==> src/rtl/rpfp_pkg.sv <==
`timescale 1ns / 1ps
`default_nettype none

package rpfp_pkg;

    // Framebuffer depth codes held in the depth_mode register.
    typedef enum logic [1:0] {
        MODE_BGRX   = 2'd0,
        MODE_BGR    = 2'd1,
        MODE_PACKED = 2'd2,
        MODE_LUMA   = 2'd3
    } depth_mode_t;

    // Configuration register indexes.
    localparam logic [2:0] CFG_DEPTH_MODE = 3'd0;
    localparam logic [2:0] CFG_RED_SIZE   = 3'd1;
    localparam logic [2:0] CFG_RED_POS    = 3'd2;
    localparam logic [2:0] CFG_GREEN_SIZE = 3'd3;
    localparam logic [2:0] CFG_GREEN_POS  = 3'd4;
    localparam logic [2:0] CFG_BLUE_SIZE  = 3'd5;
    localparam logic [2:0] CFG_BLUE_POS   = 3'd6;

    localparam int CFG_ADDR_W = 3;
    localparam int CFG_DATA_W = 4;

    // Luma weights.
    localparam logic [15:0] LUMA_R = 16'd77;
    localparam logic [15:0] LUMA_G = 16'd150;
    localparam logic [15:0] LUMA_B = 16'd29;
    localparam logic [7:0]  BYTE_MASK = 8'hFF;

    // One classified pixel: its bytes in output order, the index of its
    // last byte and the span flag.
    typedef struct packed {
        logic [3:0][7:0] bytes;
        logic [1:0]      last_idx;
        logic            span_end;
    } pix_entry_t;

endpackage

`default_nettype wire

==> src/rtl/rpfp_front.sv <==
`timescale 1ns / 1ps
`default_nettype none

module rpfp_front
    import rpfp_pkg::*;
(
    input  wire logic                  clk,
    input  wire logic                  rst_n,
    input  wire logic                  cfg_valid,
    output logic                       cfg_ready,
    input  wire logic [CFG_ADDR_W-1:0] cfg_addr,
    input  wire logic [CFG_DATA_W-1:0] cfg_data,
    input  wire logic                  in_valid,
    output logic                       in_ready,
    input  wire logic [31:0]           pixel,
    input  wire logic                  span_end,
    input  wire logic                  queue_full,
    output logic                       push,
    output pix_entry_t                 push_entry
);

    depth_mode_t depth_mode_reg, depth_mode_next;
    logic [3:0]  red_size_reg, red_size_next;
    logic [3:0]  red_pos_reg, red_pos_next;
    logic [3:0]  green_size_reg, green_size_next;
    logic [3:0]  green_pos_reg, green_pos_next;
    logic [3:0]  blue_size_reg, blue_size_next;
    logic [3:0]  blue_pos_reg, blue_pos_next;

    logic [7:0]  red, green, blue;
    logic [15:0] packed_word;
    logic [15:0] luma_sum;

    // Keeps the top size bits of a channel and moves them to pos.
    function automatic logic [15:0] place_channel(input logic [7:0] ch,
                                                  input logic [3:0] size,
                                                  input logic [3:0] pos);
        logic [3:0]  kept_bits;
        logic [7:0]  kept;
        logic [15:0] wide;
        kept_bits = (size > 4'd8) ? 4'd8 : size;
        kept      = ch >> (4'd8 - kept_bits);
        wide      = {8'h00, kept} << pos;
        return wide;
    endfunction

    assign cfg_ready = 1'b1;

    always_comb
    begin
        depth_mode_next = depth_mode_reg;
        red_size_next   = red_size_reg;
        red_pos_next    = red_pos_reg;
        green_size_next = green_size_reg;
        green_pos_next  = green_pos_reg;
        blue_size_next  = blue_size_reg;
        blue_pos_next   = blue_pos_reg;
        if (cfg_valid)
        begin
            case (cfg_addr)
                CFG_DEPTH_MODE: depth_mode_next = depth_mode_t'(cfg_data[1:0]);
                CFG_RED_SIZE:   red_size_next   = cfg_data;
                CFG_RED_POS:    red_pos_next    = cfg_data;
                CFG_GREEN_SIZE: green_size_next = cfg_data;
                CFG_GREEN_POS:  green_pos_next  = cfg_data;
                CFG_BLUE_SIZE:  blue_size_next  = cfg_data;
                CFG_BLUE_POS:   blue_pos_next   = cfg_data;
                default:        ;
            endcase
        end
    end

    always_ff @(posedge clk or negedge rst_n)
    begin
        if (!rst_n)
        begin
            depth_mode_reg <= MODE_BGRX;
            red_size_reg   <= 4'd5;
            red_pos_reg    <= 4'd11;
            green_size_reg <= 4'd6;
            green_pos_reg  <= 4'd5;
            blue_size_reg  <= 4'd5;
            blue_pos_reg   <= 4'd0;
        end
        else
        begin
            depth_mode_reg <= depth_mode_next;
            red_size_reg   <= red_size_next;
            red_pos_reg    <= red_pos_next;
            green_size_reg <= green_size_next;
            green_pos_reg  <= green_pos_next;
            blue_size_reg  <= blue_size_next;
            blue_pos_reg   <= blue_pos_next;
        end
    end

    assign red   = pixel[23:16];
    assign green = pixel[15:8];
    assign blue  = pixel[7:0];

    assign packed_word = place_channel(red, red_size_reg, red_pos_reg)
                       | place_channel(green, green_size_reg, green_pos_reg)
                       | place_channel(blue, blue_size_reg, blue_pos_reg);

    // The weighted sum peaks at 255 * 256 and so fits in 16 bits.
    assign luma_sum = 16'({8'h00, red} * LUMA_R)
                    + 16'({8'h00, green} * LUMA_G)
                    + 16'({8'h00, blue} * LUMA_B);

    assign in_ready = !queue_full;
    assign push     = in_valid && in_ready;

    always_comb
    begin
        push_entry.span_end = span_end;
        case (depth_mode_reg)
            MODE_BGRX:
            begin
                push_entry.bytes    = {8'h00, red, green, blue};
                push_entry.last_idx = 2'd3;
            end
            MODE_BGR:
            begin
                push_entry.bytes    = {8'h00, red, green, blue};
                push_entry.last_idx = 2'd2;
            end
            MODE_PACKED:
            begin
                push_entry.bytes    = {16'h0000, packed_word};
                push_entry.last_idx = 2'd1;
            end
            default:
            begin
                push_entry.bytes    = {24'h000000, luma_sum[15:8] & BYTE_MASK};
                push_entry.last_idx = 2'd0;
            end
        endcase
    end

endmodule

`default_nettype wire

==> src/rtl/rpfp_queue.sv <==
`timescale 1ns / 1ps
`default_nettype none

module rpfp_queue
    import rpfp_pkg::*;
#(
    parameter int DEPTH = 2
)
(
    input  wire logic       clk,
    input  wire logic       rst_n,
    input  wire logic       push,
    input  wire pix_entry_t push_entry,
    output logic            full,
    input  wire logic       pop,
    output logic            head_valid,
    output pix_entry_t      head_entry
);

    localparam int PTR_W = $clog2(DEPTH);
    localparam int CNT_W = $clog2(DEPTH + 1);
    localparam logic [PTR_W-1:0] LAST_PTR = PTR_W'(DEPTH - 1);

    pix_entry_t       mem [DEPTH];
    logic [PTR_W-1:0] wr_ptr_reg, wr_ptr_next;
    logic [PTR_W-1:0] rd_ptr_reg, rd_ptr_next;
    logic [CNT_W-1:0] count_reg, count_next;

    assign full       = (count_reg == CNT_W'(DEPTH));
    assign head_valid = (count_reg != '0);
    assign head_entry = mem[rd_ptr_reg];

    always_comb
    begin
        wr_ptr_next = wr_ptr_reg;
        rd_ptr_next = rd_ptr_reg;
        count_next  = count_reg;
        if (push)
        begin
            wr_ptr_next = (wr_ptr_reg == LAST_PTR) ? '0 : wr_ptr_reg + 1'b1;
        end
        if (pop)
        begin
            rd_ptr_next = (rd_ptr_reg == LAST_PTR) ? '0 : rd_ptr_reg + 1'b1;
        end
        if (push && !pop)
        begin
            count_next = count_reg + 1'b1;
        end
        else if (pop && !push)
        begin
            count_next = count_reg - 1'b1;
        end
    end

    always_ff @(posedge clk)
    begin
        if (push)
        begin
            mem[wr_ptr_reg] <= push_entry;
        end
    end

    always_ff @(posedge clk or negedge rst_n)
    begin
        if (!rst_n)
        begin
            wr_ptr_reg <= '0;
            rd_ptr_reg <= '0;
            count_reg  <= '0;
        end
        else
        begin
            wr_ptr_reg <= wr_ptr_next;
            rd_ptr_reg <= rd_ptr_next;
            count_reg  <= count_next;
        end
    end

`ifndef ASSERT_OFF
    a_no_overflow: assert property (@(posedge clk) disable iff (!rst_n)
        full |-> !push)
        else $error("queue written while full");
    a_no_underflow: assert property (@(posedge clk) disable iff (!rst_n)
        pop |-> head_valid)
        else $error("queue read while empty");
`endif

endmodule

`default_nettype wire

==> src/rtl/rpfp_back.sv <==
`timescale 1ns / 1ps
`default_nettype none

module rpfp_back
    import rpfp_pkg::*;
(
    input  wire logic       clk,
    input  wire logic       rst_n,
    input  wire logic       head_valid,
    input  wire pix_entry_t head_entry,
    output logic            pop,
    output logic            out_valid,
    input  wire logic       out_ready,
    output logic [7:0]      out_byte,
    output logic            pixel_done,
    output logic            span_done
);

    logic [1:0] idx_reg, idx_next;
    logic       out_valid_reg, out_valid_next;
    logic [7:0] out_byte_reg;
    logic       pixel_done_reg;
    logic       span_done_reg;
    logic       load;
    logic       at_last;

    assign load    = head_valid && (!out_valid_reg || out_ready);
    assign at_last = (idx_reg == head_entry.last_idx);
    assign pop     = load && at_last;

    always_comb
    begin
        idx_next       = idx_reg;
        out_valid_next = out_valid_reg;
        if (load)
        begin
            idx_next       = at_last ? 2'd0 : idx_reg + 2'd1;
            out_valid_next = 1'b1;
        end
        else if (out_ready)
        begin
            out_valid_next = 1'b0;
        end
    end

    always_ff @(posedge clk or negedge rst_n)
    begin
        if (!rst_n)
        begin
            idx_reg       <= 2'd0;
            out_valid_reg <= 1'b0;
        end
        else
        begin
            idx_reg       <= idx_next;
            out_valid_reg <= out_valid_next;
        end
    end

    always_ff @(posedge clk)
    begin
        if (load)
        begin
            out_byte_reg   <= head_entry.bytes[idx_reg];
            pixel_done_reg <= at_last;
            span_done_reg  <= at_last && head_entry.span_end;
        end
    end

    assign out_valid  = out_valid_reg;
    assign out_byte   = out_byte_reg;
    assign pixel_done = pixel_done_reg;
    assign span_done  = span_done_reg;

`ifndef ASSERT_OFF
    a_span_on_pixel_end: assert property (@(posedge clk) disable iff (!rst_n)
        out_valid_reg && span_done_reg |-> pixel_done_reg)
        else $error("span end flagged on a byte that does not end a pixel");
    a_idx_in_range: assert property (@(posedge clk) disable iff (!rst_n)
        head_valid |-> idx_reg <= head_entry.last_idx)
        else $error("byte index ran past the last byte of the pixel");
`endif

endmodule

`default_nettype wire

==> src/rtl/rgb_pixel_format_packer_core.sv <==
`timescale 1ns / 1ps
`default_nettype none

// Path: each accepted pixel word is written into the queue, and its bytes then leave through the
// byte-wide output register. Throughput: one output byte per cycle while out_ready stays high, so a
// pixel yields 4, 3, 2 or 1 bytes in 32-bit, 24-bit, packed and luma mode.
// Reset: configuration returns to 32-bit mode with a 5:6:5 layout, the queue empties and
// no output word is pending. There is no clearing pass.

module rgb_pixel_format_packer_core
    import rpfp_pkg::*;
#(
    parameter int QUEUE_DEPTH = 2
)
(
    input  wire logic                  clk,
    input  wire logic                  rst_n,
    input  wire logic                  cfg_valid,
    output logic                       cfg_ready,
    input  wire logic [CFG_ADDR_W-1:0] cfg_addr,
    input  wire logic [CFG_DATA_W-1:0] cfg_data,
    input  wire logic                  in_valid,
    output logic                       in_ready,
    input  wire logic [31:0]           pixel,
    input  wire logic                  span_end,
    output logic                       out_valid,
    input  wire logic                  out_ready,
    output logic [7:0]                 out_byte,
    output logic                       pixel_done,
    output logic                       span_done
);

    // The front converts each accepted pixel word into its full set of
    // framebuffer bytes in a single step and writes them to the queue.
    logic       push;
    pix_entry_t push_entry;
    logic       queue_full;

    // The back walks the head entry one byte per cycle, while out_ready is high, through its
    // output register and frees the entry when the last byte is loaded, so the front keeps
    // accepting words while the back is still draining, until the queue is full.
    logic       pop;
    logic       head_valid;
    pix_entry_t head_entry;

    rpfp_front u_front (
        .clk        (clk),
        .rst_n      (rst_n),
        .cfg_valid  (cfg_valid),
        .cfg_ready  (cfg_ready),
        .cfg_addr   (cfg_addr),
        .cfg_data   (cfg_data),
        .in_valid   (in_valid),
        .in_ready   (in_ready),
        .pixel      (pixel),
        .span_end   (span_end),
        .queue_full (queue_full),
        .push       (push),
        .push_entry (push_entry)
    );

    rpfp_queue #(
        .DEPTH (QUEUE_DEPTH)
    ) u_queue (
        .clk        (clk),
        .rst_n      (rst_n),
        .push       (push),
        .push_entry (push_entry),
        .full       (queue_full),
        .pop        (pop),
        .head_valid (head_valid),
        .head_entry (head_entry)
    );

    rpfp_back u_back (
        .clk        (clk),
        .rst_n      (rst_n),
        .head_valid (head_valid),
        .head_entry (head_entry),
        .pop        (pop),
        .out_valid  (out_valid),
        .out_ready  (out_ready),
        .out_byte   (out_byte),
        .pixel_done (pixel_done),
        .span_done  (span_done)
    );

endmodule

`default_nettype wire

==> config.mk <==
export PLATFORM = sky130hd
export DESIGN_NAME = rgb_pixel_format_packer_core
export DESIGN_NICKNAME = d
export VERILOG_FILES = /design/src/rtl/rpfp_pkg.sv /design/src/rtl/rpfp_front.sv /design/src/rtl/rpfp_queue.sv /design/src/rtl/rpfp_back.sv /design/src/rtl/rgb_pixel_format_packer_core.sv
export SDC_FILE = /design/constraint.sdc
export NUM_CORES = 1
export LEC_CHECK = 0
export ABC_AREA = 1
export BUFFER_PORTS_ARGS = -buffer_cell sky130_fd_sc_hd__buf_2
export CAP_MARGIN = 20
export CORE_UTILIZATION = 35
export DETAILED_ROUTE_END_ITERATION = 10
export GPL_ROUTABILITY_DRIVEN = 0
export SLEW_MARGIN = 20
export SYNTH_ARGS = -nofsm -noshare
export SYNTH_HDL_FRONTEND = slang
export SYNTH_SLANG_ARGS = --single-unit
export TNS_END_PERCENT = 20
==> constraint.sdc <==
create_clock -name clk -period 2.7 [get_ports clk]
set_clock_uncertainty 0.05 [all_clocks]
set_input_delay 0.135 -clock clk [delete_from_list [all_inputs] [get_ports clk]]
set_output_delay 0.135 -clock clk [all_outputs]
set_load 0.005 [all_outputs]
======== Yosys cells after proc, flatten, opt, wreduce, memory -nomap -nowiden ========
Memories as Yosys holds them, arrays and structs flattened.
Index checks and enable logic that the tools add are counted.
storage, ports and cells
  output and inout port bits .............. 13
  input bits .............................. 45
  memories ................................ 1
  bits in writable memories ............... 54
  logic and storage cells ................. 89
  bits in registers ....................... 43
memories
  name         depth  width  read ports  clocked after memory_dff  wr ports  RTL line          source
  u_queue.mem  2      27     1           0                         1         rpfp_queue.sv:24  pix_entry_t mem [DEPTH];
cells by class
  bitwise gates (word level) .............. 2
  magnitude comparators ................... 4
  $add $sub $neg .......................... 10
  reductions and logical operators ........ 23
  multiply operators ...................... 3
  mux-type cells .......................... 15
  shifts and indexed selects .............. 6
  equality and inequality tests ........... 10
operator list
  kind                                                                   count
  26-bit one-hot mux with 3 select lines                                 1
  8-bit by 4-bit left shift with 16-bit output                           3
  16-bit bitwise OR                                                      2
  8-bit by 7-bit multiplier with 15-bit output, second input constant    2
  8-bit by 4-bit right shift with 8-bit output                           3
  15-bit by 16-bit adder with 16-bit output                              1
  16-bit by 13-bit adder with 16-bit output                              1
  8-bit binary-select mux with 2-bit select                              1
  2-bit AND reduction                                                    7
  8-bit by 5-bit multiplier with 13-bit output, second input constant    1
  4-bit greater-than comparator, second input constant                   3
  4-bit two-way mux                                                      3
  4-bit subtractor, first input constant                                 3
  3-bit equality test, second input constant                             3
  8-bit two-way mux                                                      1
  3-bit by 2-bit equality test with 1-bit output, second input constant  2
  1-bit logical AND                                                      6
  1-bit two-way mux                                                      6
  2-bit two-way mux                                                      3
  2-bit nonzero test                                                     3
  2-bit by 1-bit adder with 2-bit output, second input constant          2
  2-bit equality test, second input constant                             2
  1-bit zero test                                                        4
  3-bit by 1-bit equality test with 1-bit output, second input constant  1
  other kinds (8)                                                        9

======== Longest topological paths before layout ========
Gate-level depths: netlist (run 1).
  depth after elaboration ................. 8
  mapped depth ............................ 28

======== By module ========
Synthesis (run 1) repeated with hierarchy kept, for this count alone.
second synthesis, totals
  cell total of the unflattened synthesis .. 1292
  area, all modules ....................... 10608.9 µm²
modules (own cells, without submodules)
  module      sequential area each (µm²)  area each (µm²)  cells an instance  instances
  rpfp_front  664.4                       6980.4           1074               1
  rpfp_queue  2202.1                      2882.8           134                1
  rpfp_back   375.4                       745.7            84                 1

======== Worst setup path before layout (run 1) ========
OpenSTA, ideal clock, no wires.
  path kind ............................... input-to-reg
  start ................................... input port pixel[12]
  end ..................................... memory u_queue.mem[0][9] (netlist bit), data pin
  slack ................................... -3.086 ns
  library setup time ...................... 0.268 ns
  required time ........................... 2.382 ns
  arrival time ............................ 5.469 ns
  stages on the path ...................... 23
  path through ............................ ha_1 > ha_1 > inv_1 > fa_1 > fa_1 > inv_1 > ha_1 > xor2_1 > fa_1 > fa_1 > inv_1 > fa_1 > fa_1 > inv_1 > ha_1 > nand2_1 > nor4_1 > o21ai_0 > nand3_1 > a21o_1 > a21oi_1 > o21ai_0 > nand3_1
RTL lines
  item             RTL line                            source
  start, declared  rgb_pixel_format_packer_core.sv:24  input wire logic [31:0] pixel,
  end, declared    rpfp_queue.sv:24

==> impl_metrics.ini, run 1 <==
[global_route]
grt_pass1_wl_mm = 43.6
grt_max_degree = 34
grt_use_total = 0.198
globalRouteOverflowTotal = 0
grt_pass1_vias = 8506
antenna_found_initial = 2

[yosys]
yosysWarnings = 0
yosys-top-cells-count = nand2_1, nand3_1, inv_1
netlist_instances = 1248
yosysTopAreaCell = edfxtp_1
syn_avg_cell_area_um2 = 7.69
ys_ff_latch = 97
yosysSeqAreaShare = 0.288
syn_area_um2 = 9600
synth_most_common_cell = nand2_1
synth-async-reset-ratio = 0.340
synth_top_area_share = 0.200
netlist_top_cells_area = edfxtp_1, nand2_1, fa_1
synthFlopType = edfxtp_1
synthesis.nets = 1436
synth_edf_count = 64
synth_cell_types = 45

[worst_setup_path]
r2r_slack_ns = 0.10
slowest_delay_ns = 0.55
worst_ep_arrival_time_ns = 5.42
rr_worst_depth = 13
worstPathRequired_ns = 2.75
cp_top_family = adder cells
critPathKind = input pin to flop
critPathCaptureType = flop
path_max_fanout = 4
reg2reg_from = u_front.red_size_reg[0]$_DFFE_PN1P_
crit_path_start = pixel[12]
crit_path_cell_trace = buf_8 > ha_4 > ha_4 > inv_2 > fa_1 > fa_1 > inv_2 > ha_4 > xor2_4 > fa_2 > fa_1 > inv_1 > fa_2 > fa_1 > inv_2 > ha_4 > nand2_4 > nor4_4 > o21ai_1 > nand3_1 > a21o_1 > a21oi_1 > o21ai_1 > nand3_1
r2r_end = u_queue.mem[1][4]$_DFFE_PP_
crit_slowest_cell = fa_2
crit_buf_inv = 5
cp-start-kind = input pin

[timing]
fin_hold_ws_ns = 0.140
final.setup.tns_ns = -40.96
hold_viol_final = 0
max_freq_ghz = 0.186
rsz0062_at_grt = yes
worst_pin_slew_ns = 0.837
slew_viol_final = 0
final-setup-viol-count = 16
setup_ws_ns = -2.68
min_period_ns = 5.38
fin_crit_sh = 1.99
relSlewSlack = 0.442

[detailed_routing]
wirelength_mm = 27.2
dr.pass1.iters = 6
drt_iter0_drc = 722
vias = 8827
ant_nets = 0
drc = 0
wl_per_cell_um = 15.6
viasPerCell = 5.07

[run_status]
violations = negative setup slack
outcome = finished, violations left

[clock_network]
cts_root_buf = clkbuf_16
cts_htree_levels = 3
cts_made_buffers = 9
path_clk_slew_ns = 0.08
cts.sinks = 97
clock_latency_ns = 0.35
tritoncts = built
clock_path_buffers = 2

[die]
die_w_um = 168
initial_utilization = 0.356
dieHeight_um = 168
num_rows = 60
ioPinCount = 58
core_area_um2 = 27000
die_area_um2 = 28100

[cells_and_area]
drive_gt1_frac = 0.209
largest_register_ffs = 54
nets = 1581
finalInstanceArea_um2 = 11700
syn2layout_area_growth_pct = 21.6

[worst_hold_path]
hold_class = input pin to flop
hp-start = cfg_data[2]
whs_path_depth = 3
hold_end = u_front.red_pos_reg[2]$_DFFE_PN0P_

[place]
dpl_cell_area_um2 = 11100
place_hpwl_mm = 22.0
portBuffers = 48
pre_cts_ws_ns = -3.12

[power_and_ir_drop]
peakVddDrop_uv = 1750
p_leak_nw = 5.72
power_density_nw_per_um2 = 1400

[job]
max_cap_violations = 0
[worst reg2reg max path, delay by kind of cell (launching register included)]
kind / cells / cell delay [ns]
buffers and inverters: 1 / 0.19
and+or+nand+nor: 9 / 0.77
adders and majority gates: 1 / 0.35
AOI/OAI and AO/OA: 2 / 0.43
DFF: 1 / 0.56
[cells by family (layout without fill, tap and decap cells)]
kind of cell	Yosys count	after routing	synth area share
simple gates	619	619	0.290
compound gates	158	158	0.0877
buf+inv	210	360	0.0859
fa+ha+maj	143	143	0.229
other cells	1	3	0.000391
xor+xnor	20	20	0.0183
flops	97	97	0.288
[through the flow]
step / std cells / power, mW / util
6_report: 1741 / 16.3 / 0.433
5_1_grt: 1741 / 17.8 / 0.433
4_1_cts: 1738 / 15.5 / 0.430
3_5_place_dp: 1717 / 13.3 / 0.412
3_3_place_gp: 1717 / 13.2 / 0.412
2_1_floorplan: 1248 / 9.97 / -
[worst max path at each step]
stage	depth (start not counted)	slack, ns	endpoint
floorplan	27	-2.72	u_queue.mem[0][9]$_DFFE_PP_
global placement	28	-3.06	u_queue.mem[0][9]$_DFFE_PP_
detailed placement	28	-3.12	u_queue.mem[0][9]$_DFFE_PP_
CTS	24	-2.65	u_queue.mem[0][9]$_DFFE_PP_
global route	29	-2.90	u_queue.mem[1][6]$_DFFE_PP_
finish	24	-2.68	u_queue.mem[0][9]$_DFFE_PP_
[metal layers]
| metal | global-route usage | up-vias | part of all wire | routed length [um] |
|---|---|---|---|---|
| met5 | 0 | - | 0 | 0 |
| li1 | - | 4413 | - | - |
| met4 | 0.0546 | 0 | 0.023 | 629 |
| met1 | 0.279 | 4152 | 0.48 | 13000 |
| met3 | 0.0251 | 29 | 0.048 | 1320 |
| met2 | 0.317 | 233 | 0.45 | 12300 |
[power breakdown]
| group | internal [mW] | switching, mW |
|---|---|---|
| combinational | 5.44 | 7.05 |
| sequential | 2.22 | 0.271 |
| clock | 0.662 | 0.667 |
[cell type report]
cell class                      count  area [um2]
Fill cell                        2696       15300
Inverter                          180         686
Timing Repair Buffer              164        1140
Tap cell                          341         427
Clock buffer                        9         225
Clock inverter                      7        81.3
Multi-Input combinational cell    941        6350
Antenna cell                        2        5.00
Sequential cell                    97        2760
[placed cells by master, fill, tap and decap left out, types with 3 or more instances in the layout]
master         instances
nand2_1              300
nand3_1              177
inv_1                155
buf_4                112
o21ai_0               74
ha_1                  74
nor2_1                71
edfxtp_1              64
fa_1                  53
buf_2                 46
a21oi_1               32
dfrtp_1               22
inv_2                 16
nand2_2               16
o21ai_1               15
xor2_1                14
ha_4                  14
nand3_2               13
dfstp_2               11
nand4_1               10
nor3_1                 9
o22ai_1                9
clkbuf_16              9
o21ai_2                8
nand2_4                6
a21oi_2                6
nor2_2                 5
nor2_4                 5
clkinv_1               5
inv_4                  4
xnor2_1                4
o211ai_1               3
dlygate4sd3_1          3
[timing repair]
| item | 4_1_cts | 5_1_grt |
|---|---|---|
| hold buffers | 3 | 0 |
| buffers inserted | 2 | 1 |
| resized for setup | 31 | 18 |
| pin swaps | 28 | 6 |
| endpoints found under the setup margin | 20 | 24 |
| hold endpoints to repair | 25 | 0 |
(Power assumes the default switching activity.)
==> run 2: changes to the inputs <==
--- a/config.mk
+++ b/config.mk
@@ -14,5 +14,6 @@
 export SLEW_MARGIN = 20
 export SYNTH_ARGS = -nofsm -noshare
 export SYNTH_HDL_FRONTEND = slang
+export SYNTH_HIERARCHICAL = 1
 export SYNTH_SLANG_ARGS = --single-unit
 export TNS_END_PERCENT = 20
==> run 2 against run 1 <==
- the flow still finishes with violations (negative setup slack)
- synthesized cell count increased by 3.5%
- synthesized area grew 11%
- setup slack better by 0.072 ns
- total power rose by 14%
- largest cell class unchanged
==> impl_metrics.ini, run 2 <==
[run_status]
outcome = finished, violations left
violations = negative setup slack

[timing]
final-setup-viol-count = 16
fin_crit_sh = 1.96
setup_ws_ns = -2.60
relSlewSlack = 0.432
worst_pin_slew_ns = 0.851
final.setup.tns_ns = -40.44
rsz0062_at_grt = yes
max_freq_ghz = 0.189
fin_hold_ws_ns = 0.0801
slew_viol_final = 0
min_period_ns = 5.30
hold_viol_final = 0

[yosys]
synth_top_family_by_area = simple AND/OR/NAND/NOR gates
synth_xor_area_frac = 0.0172
netlist_top_cells_area = edfxtp_1, nand2_1, fa_1
muxShareOfSynthArea = 0.0474
synth-async-reset-ratio = 0.292
synth_cell_types = 49
yosysSeqAreaShare = 0.306
synthFlopType = edfxtp_1
ys_ff_latch = 113
yosysTopAreaCell = edfxtp_1
synth_most_common_cell = nand2_1
yosysWarnings = 6
synth_edf_count = 80
synth_compound_area_frac = 0.0820
synthAdderAreaFrac = 0.208
syn_avg_cell_area_um2 = 8.21
synth_top_area_share = 0.226
synth_simple_gate_area_share = 0.244
yosys-top-cells-count = nand2_1, nand3_1, inv_1
netlist_instances = 1292
syn_area_um2 = 10600

[power_and_ir_drop]
swShare = 0.456
internal_power_mw = 10.1
pwr-share-comb = 0.728
p_sw_mw = 8.50
peakVddDrop_uv = 1680
p_leak_nw = 6.22
pwr-share-seq = 0.156
power_density_nw_per_um2 = 1430
pwr-share-clk = 0.116
totalPowerFinal_mw = 18.6

[clock_network]
cts_root_buf = clkbuf_16
clock_path_buffers = 2
path_clk_slew_ns = 0.05
cts_made_buffers = 17
tritoncts = built
cts_htree_levels = 4
clock_latency_ns = 0.41
cts.sinks = 113

[cells_and_area]
layout_commonest_cell = nand2_1
nets = 1637
drive_gt1_frac = 0.244
largest_register_ffs = 70
syn2layout_area_growth_pct = 22.5
stdcell_count = 1852
diodes = 0
layout_common_cells = nand2_1, nand3_1, inv_1
fillers = 2902

[worst_setup_path]
cp-start-kind = input pin
crit_path_start = pixel[12]
worstPathRequired_ns = 2.81
r2r_end = u_queue/mem[0][9]$_DFFE_PP_
critPathCaptureType = flop
r2r_slack_ns = -0.01
path_max_fanout = 4
worst_ep_arrival_time_ns = 5.41
reg2reg_from = u_front/blue_size_reg[0]$_DFFE_PN1P_
critPathKind = input pin to flop
rr_worst_depth = 18
crit_path_end = u_queue/mem[0][7]$_DFFE_PP_

[place]
place_inst = 1812
portBuffers = 48
place_hpwl_mm = 22.8

[detailed_routing]
dr.pass1.iters = 5
drc = 0
vias = 9253
wirelength_mm = 28.7
viasPerCell = 5.00
wl_per_cell_um = 15.5
drt_iter0_drc = 891
ant_nets = 0

[global_route]
antenna_found_initial = 0
grt_use_total = 0.193
grt_max_degree = 36
grt_pass1_wl_mm = 46.3
grt_pass1_vias = 9019
globalRouteOverflowTotal = 0

[die]
ioPinCount = 58
die_w_um = 176
die_area_um2 = 31000
core_area_um2 = 29700
initial_utilization = 0.357
num_rows = 63
dieHeight_um = 176

[worst_hold_path]
hold_class = input pin to flop

[job]
max_cap_violations = 0
[run 2: changes by cell type after synthesis, moves of 6 or more]
cell      change
buf_4         +8
buf_6         +6
edfxtp_1     +16
o21ai_0       -8
mux2_2        +6
nand3_2       -7
nand2_1      +18
nand3_1      -10
nor2_1       -13
mux2_4       +29
[run 2: kinds of logic after synthesis]
group,count (synthesis)
adders and majority gates,143
xor gates and xnor gates,20
other,2
buffers and inverters,225
and+or+nand+nor,597
DFF,113
muxes,35
AOI/OAI and AO/OA,157
[run 2: metrics by stage]
step,cell area [um2],utilization,setup WS [ns]
floorplan,10800,-,-2.57
global placement,12100,0.408,-2.93
detailed placement,12100,0.408,-2.99
CTS,12800,0.430,-2.48
global route,13000,0.437,-2.82
finish,13000,0.437,-2.60
[run 2: how the worst min path moves through the flow]
stage	slack, ns	to	startpoint	cells after the start
floorplan	-0.21	u_back/idx_reg[0]$_DFFE_PN0P_	rst_n	0
finish	0.08	u_queue/wr_ptr_reg$_DFFE_PN0P_	in_valid	4
global placement	0.23	u_back/idx_reg[1]$_DFFE_PN0P_	rst_n	1
detailed placement	0.24	u_back/idx_reg[1]$_DFFE_PN0P_	rst_n	1
global route	0.08	u_front/green_size_reg[3]$_DFFE_PN0P_	cfg_data[3]	3
CTS	0.07	u_queue/wr_ptr_reg$_DFFE_PN0P_	in_valid	4
[run 2: worst max-delay path, stage by stage]
cell and delay (ns):
buf_8 0.10, ha_4 0.24, ha_4 0.25, inv_2 0.03, fa_1 0.48, fa_1 0.54, inv_2 0.07, ha_4 0.32
nand2_4 0.06, o21ai_2 0.12, xnor2_1 0.13, inv_1 0.09, ha_4 0.24, fa_1 0.49, inv_2 0.05, fa_2 0.53
fa_1 0.42, inv_2 0.08, ha_4 0.22, a21oi_4 0.15, o21ai_4 0.09, buf_6 0.13, a21oi_4 0.13, xnor2_1 0.08
nand2_1 0.06, o21ai_1 0.06, inv_1 0.06, nand2_1 0.06
[run 2: final cells by class]
| class | count | area [um2] | share of cell area |
|---|---|---|---|
| multi-input cells | 961 | 6790 | 0.522 |
| clock inverters | 14 | 141 | 0.0109 |
| clock buffers | 18 | 429 | 0.0330 |
| repair buffers | 173 | 1220 | 0.0936 |
| well taps | 390 | 488 | 0.0376 |
| flip-flops and latches | 113 | 3240 | 0.250 |
| inverters | 183 | 689 | 0.0531 |
[run 2: per-layer routing]
layer  vias up  track usage  wire length (um)
met1      4353        0.250             12600
met2       255        0.318             13600
met3        46       0.0403              1730
li1       4599            -                 -
met5         -            0                 0
met4         0       0.0605               754
[run 2: power groups by stage]
stage | Combinational (mW) | Clock, mW | Sequential (mW)
3_5_place_dp | 12.0 | 0 | 2.94
2_1_floorplan | 8.54 | 0 | 2.76
3_3_place_gp | 11.9 | 0 | 2.92
6_report | 13.6 | 2.17 | 2.91
4_1_cts | 12.3 | 2.20 | 2.91
5_1_grt | 15.3 | 2.29 | 2.97
[run 2: repair_timing]
action / CTS / global route
hold endpoints to repair: 25 / 0
hold buffers: 3 / 0
buffers inserted: 2 / 3
gates resized for setup: 17 / 46
pin swaps: 4 / 27
setup endpoints to repair: 18 / 32
==> run 3: changes to the inputs <==
--- a/config.mk
+++ b/config.mk
@@ -9,8 +9,10 @@
 export BUFFER_PORTS_ARGS = -buffer_cell sky130_fd_sc_hd__buf_2
 export CAP_MARGIN = 20
 export CORE_UTILIZATION = 35
+export CTS_CLUSTER_SIZE = 8
 export DETAILED_ROUTE_END_ITERATION = 10
 export GPL_ROUTABILITY_DRIVEN = 0
+export SKIP_LAST_GASP = 1
 export SLEW_MARGIN = 20
 export SYNTH_ARGS = -nofsm -noshare
 export SYNTH_HDL_FRONTEND = slang
==> run 3 against run 2 <==
- flip-flop and latch count did not move
- fmax increased by 1.9%
- the run still ends with negative setup slack left
- non-clock buffer count shrank 1
- largest cell class unchanged
- global-route usage about the same
- critical path depth down 2
- critical path type unchanged
==> impl_metrics.ini, run 3 (synthesized netlist as in run 2, its figures left out) <==
[power_and_ir_drop]
totalPowerFinal_mw = 18.2
swShare = 0.457
pwr-share-clk = 0.119
p_sw_mw = 8.33
internal_power_mw = 9.89
pwr-share-comb = 0.721
pwr-share-seq = 0.160
peakVddDrop_uv = 1630
power_density_nw_per_um2 = 1410
p_leak_nw = 6.20

[worst_setup_path]
critPathCaptureType = flop
path_max_fanout = 4
worst_ep_arrival_time_ns = 5.31
critPathKind = input pin to flop
worstPathRequired_ns = 2.81
cp-start-kind = input pin

[clock_network]
clock_latency_ns = 0.41
clock_path_buffers = 2
cts_root_buf = clkbuf_16
cts_htree_levels = 4
tritoncts = built
cts.sinks = 113
path_clk_slew_ns = 0.05
cts_made_buffers = 17

[detailed_routing]
wl_per_cell_um = 15.4
viasPerCell = 5.01
drt_iter0_drc = 863
ant_nets = 0
wirelength_mm = 28.5
drc = 0
vias = 9271
dr.pass1.iters = 5

[timing]
fin_crit_sh = 1.93
min_period_ns = 5.20
setup_ws_ns = -2.50
final-setup-viol-count = 20
rsz0062_at_grt = yes
max_freq_ghz = 0.192
relSlewSlack = 0.431
hold_viol_final = 0
final.setup.tns_ns = -39.39
worst_pin_slew_ns = 0.854
slew_viol_final = 0

[global_route]
globalRouteOverflowTotal = 0
antenna_found_initial = 0
grt_use_total = 0.192
grt_max_degree = 36
grt_pass1_vias = 9011
grt_pass1_wl_mm = 46.3

[die]
die_w_um = 176
num_rows = 63
dieHeight_um = 176
ioPinCount = 58
core_area_um2 = 29700
initial_utilization = 0.357
die_area_um2 = 31000

[run_status]
outcome = finished, violations left
violations = negative setup slack

[cells_and_area]
nets = 1636
layout_common_cells = nand2_1, nand3_1, inv_1
fillers = 2925
syn2layout_area_growth_pct = 21.4
diodes = 0
layout_commonest_cell = nand2_1
drive_gt1_frac = 0.231
utilization = 0.433
largest_register_ffs = 70

[place]
portBuffers = 48
place_hpwl_mm = 22.8

[job]
max_cap_violations = 0

[worst_hold_path]
hold_class = input pin to flop
-- run 3: cell types whose count changed in the layout (fill, tap and decap cells not counted), moves of 4 or more --
cell / before / now
buf_6: 4 / 0
inv_1: 153 / 157
o21ai_0: 66 / 70
o21ai_1: 18 / 14
ha_1: 71 / 75
inv_2: 24 / 20
-- run 3: final cells by class --
| type | instances | area [um2] | share of cell area |
|---|---|---|---|
| clock buffer | 18 | 429 | 0.0333 |
| timing repair buffer | 172 | 1190 | 0.0925 |
| inverter | 183 | 687 | 0.0533 |
| multi-input combinational | 961 | 6700 | 0.520 |
| sequential | 113 | 3240 | 0.252 |
| clock inverter | 14 | 141 | 0.0110 |
| tap | 390 | 488 | 0.0379 |
-- run 3: timing repair --
action / 4_1_cts / 5_1_grt
resized for setup: 10 / 23
hold endpoints to repair: 25 / 0
endpoints found under the setup margin: 18 / 32
hold buffers: 3 / 0
gates cloned: 0 / 0
pin swaps: 2 / 16
setup buffers: 2 / 2
-- run 3: metal layers --
| metal | wire (um) | vias to the layer above | part of all wire | GRT usage |
|---|---|---|---|---|
| met5 | 0 | - | 0 | 0 |
| met4 | 810 | 0 | 0.028 | 0.0605 |
| met3 | 1810 | 51 | 0.063 | 0.0424 |
| met2 | 13400 | 271 | 0.47 | 0.317 |
| met1 | 12500 | 4354 | 0.44 | 0.249 |
| li1 | - | 4595 | - | - |
-- run 3: final timing paths --
path	start	endpoint	slack, ns	cells past startpoint
setup / recovery	pixel[14]	u_queue/mem[0][9]$_DFFE_PP_	-2.50	26
hold / removal	in_valid	u_queue/wr_ptr_reg$_DFFE_PN0P_	0.08	4
setup reg to reg	u_front/blue_size_reg[0]$_DFFE_PN1P_	u_queue/mem[0][9]$_DFFE_PP_	-0.12	17
hold reg to reg	u_queue/count_reg[1]$_DFFE_PN0P_	u_queue/count_reg[1]$_DFFE_PN0P_	0.42	2
max in group asynchronous	rst_n	u_queue/rd_ptr_reg$_DFFE_PN0P_	1.71	2
min in group asynchronous	rst_n	u_back/idx_reg[1]$_DFFE_PN0P_	0.31	2
-- run 3: critical path, cell delays in order --
cell     delay (ns)
buf_2          0.12
ha_4           0.22
ha_4           0.25
inv_2          0.03
fa_1           0.45
fa_1           0.52
inv_2          0.06
ha_4           0.32
nand2_4        0.06
o21ai_2        0.12
xnor2_1        0.13
inv_1          0.09
ha_4           0.24
fa_1           0.49
inv_2          0.05
fa_2           0.53
fa_1           0.42
inv_2          0.08
ha_4           0.21
a21oi_4        0.15
o21ai_4        0.09
nand2_2        0.08
nand3_1        0.07
xor2_1         0.17
a22oi_1        0.14
nand2_1        0.09
-- run 3: power groups by stage --
| stage | Clock (mW) | Sequential [mW] | Combinational (mW) |
|---|---|---|---|
| floorplan | 0 | 2.76 | 8.54 |
| global placement | 0 | 2.92 | 11.9 |
| detailed placement | 0 | 2.94 | 12.0 |
| CTS | 2.20 | 2.91 | 12.2 |
| global route | 2.29 | 2.97 | 14.8 |
| finish | 2.16 | 2.91 | 13.1 |
-- run 3: metrics by stage --
stage | area [um2] | cells | setup slack [ns] | hold slack, ns
3_5_place_dp | 12100 | 1812 | -2.99 | 0.238
2_1_floorplan | 10800 | 1299 | -2.57 | -0.211
3_3_place_gp | 12100 | 1812 | -2.93 | 0.234
5_1_grt | 12900 | 1851 | -2.80 | 0.0825
6_report | 12900 | 1851 | -2.50 | 0.0802
4_1_cts | 12800 | 1849 | -2.48 | 0.0724
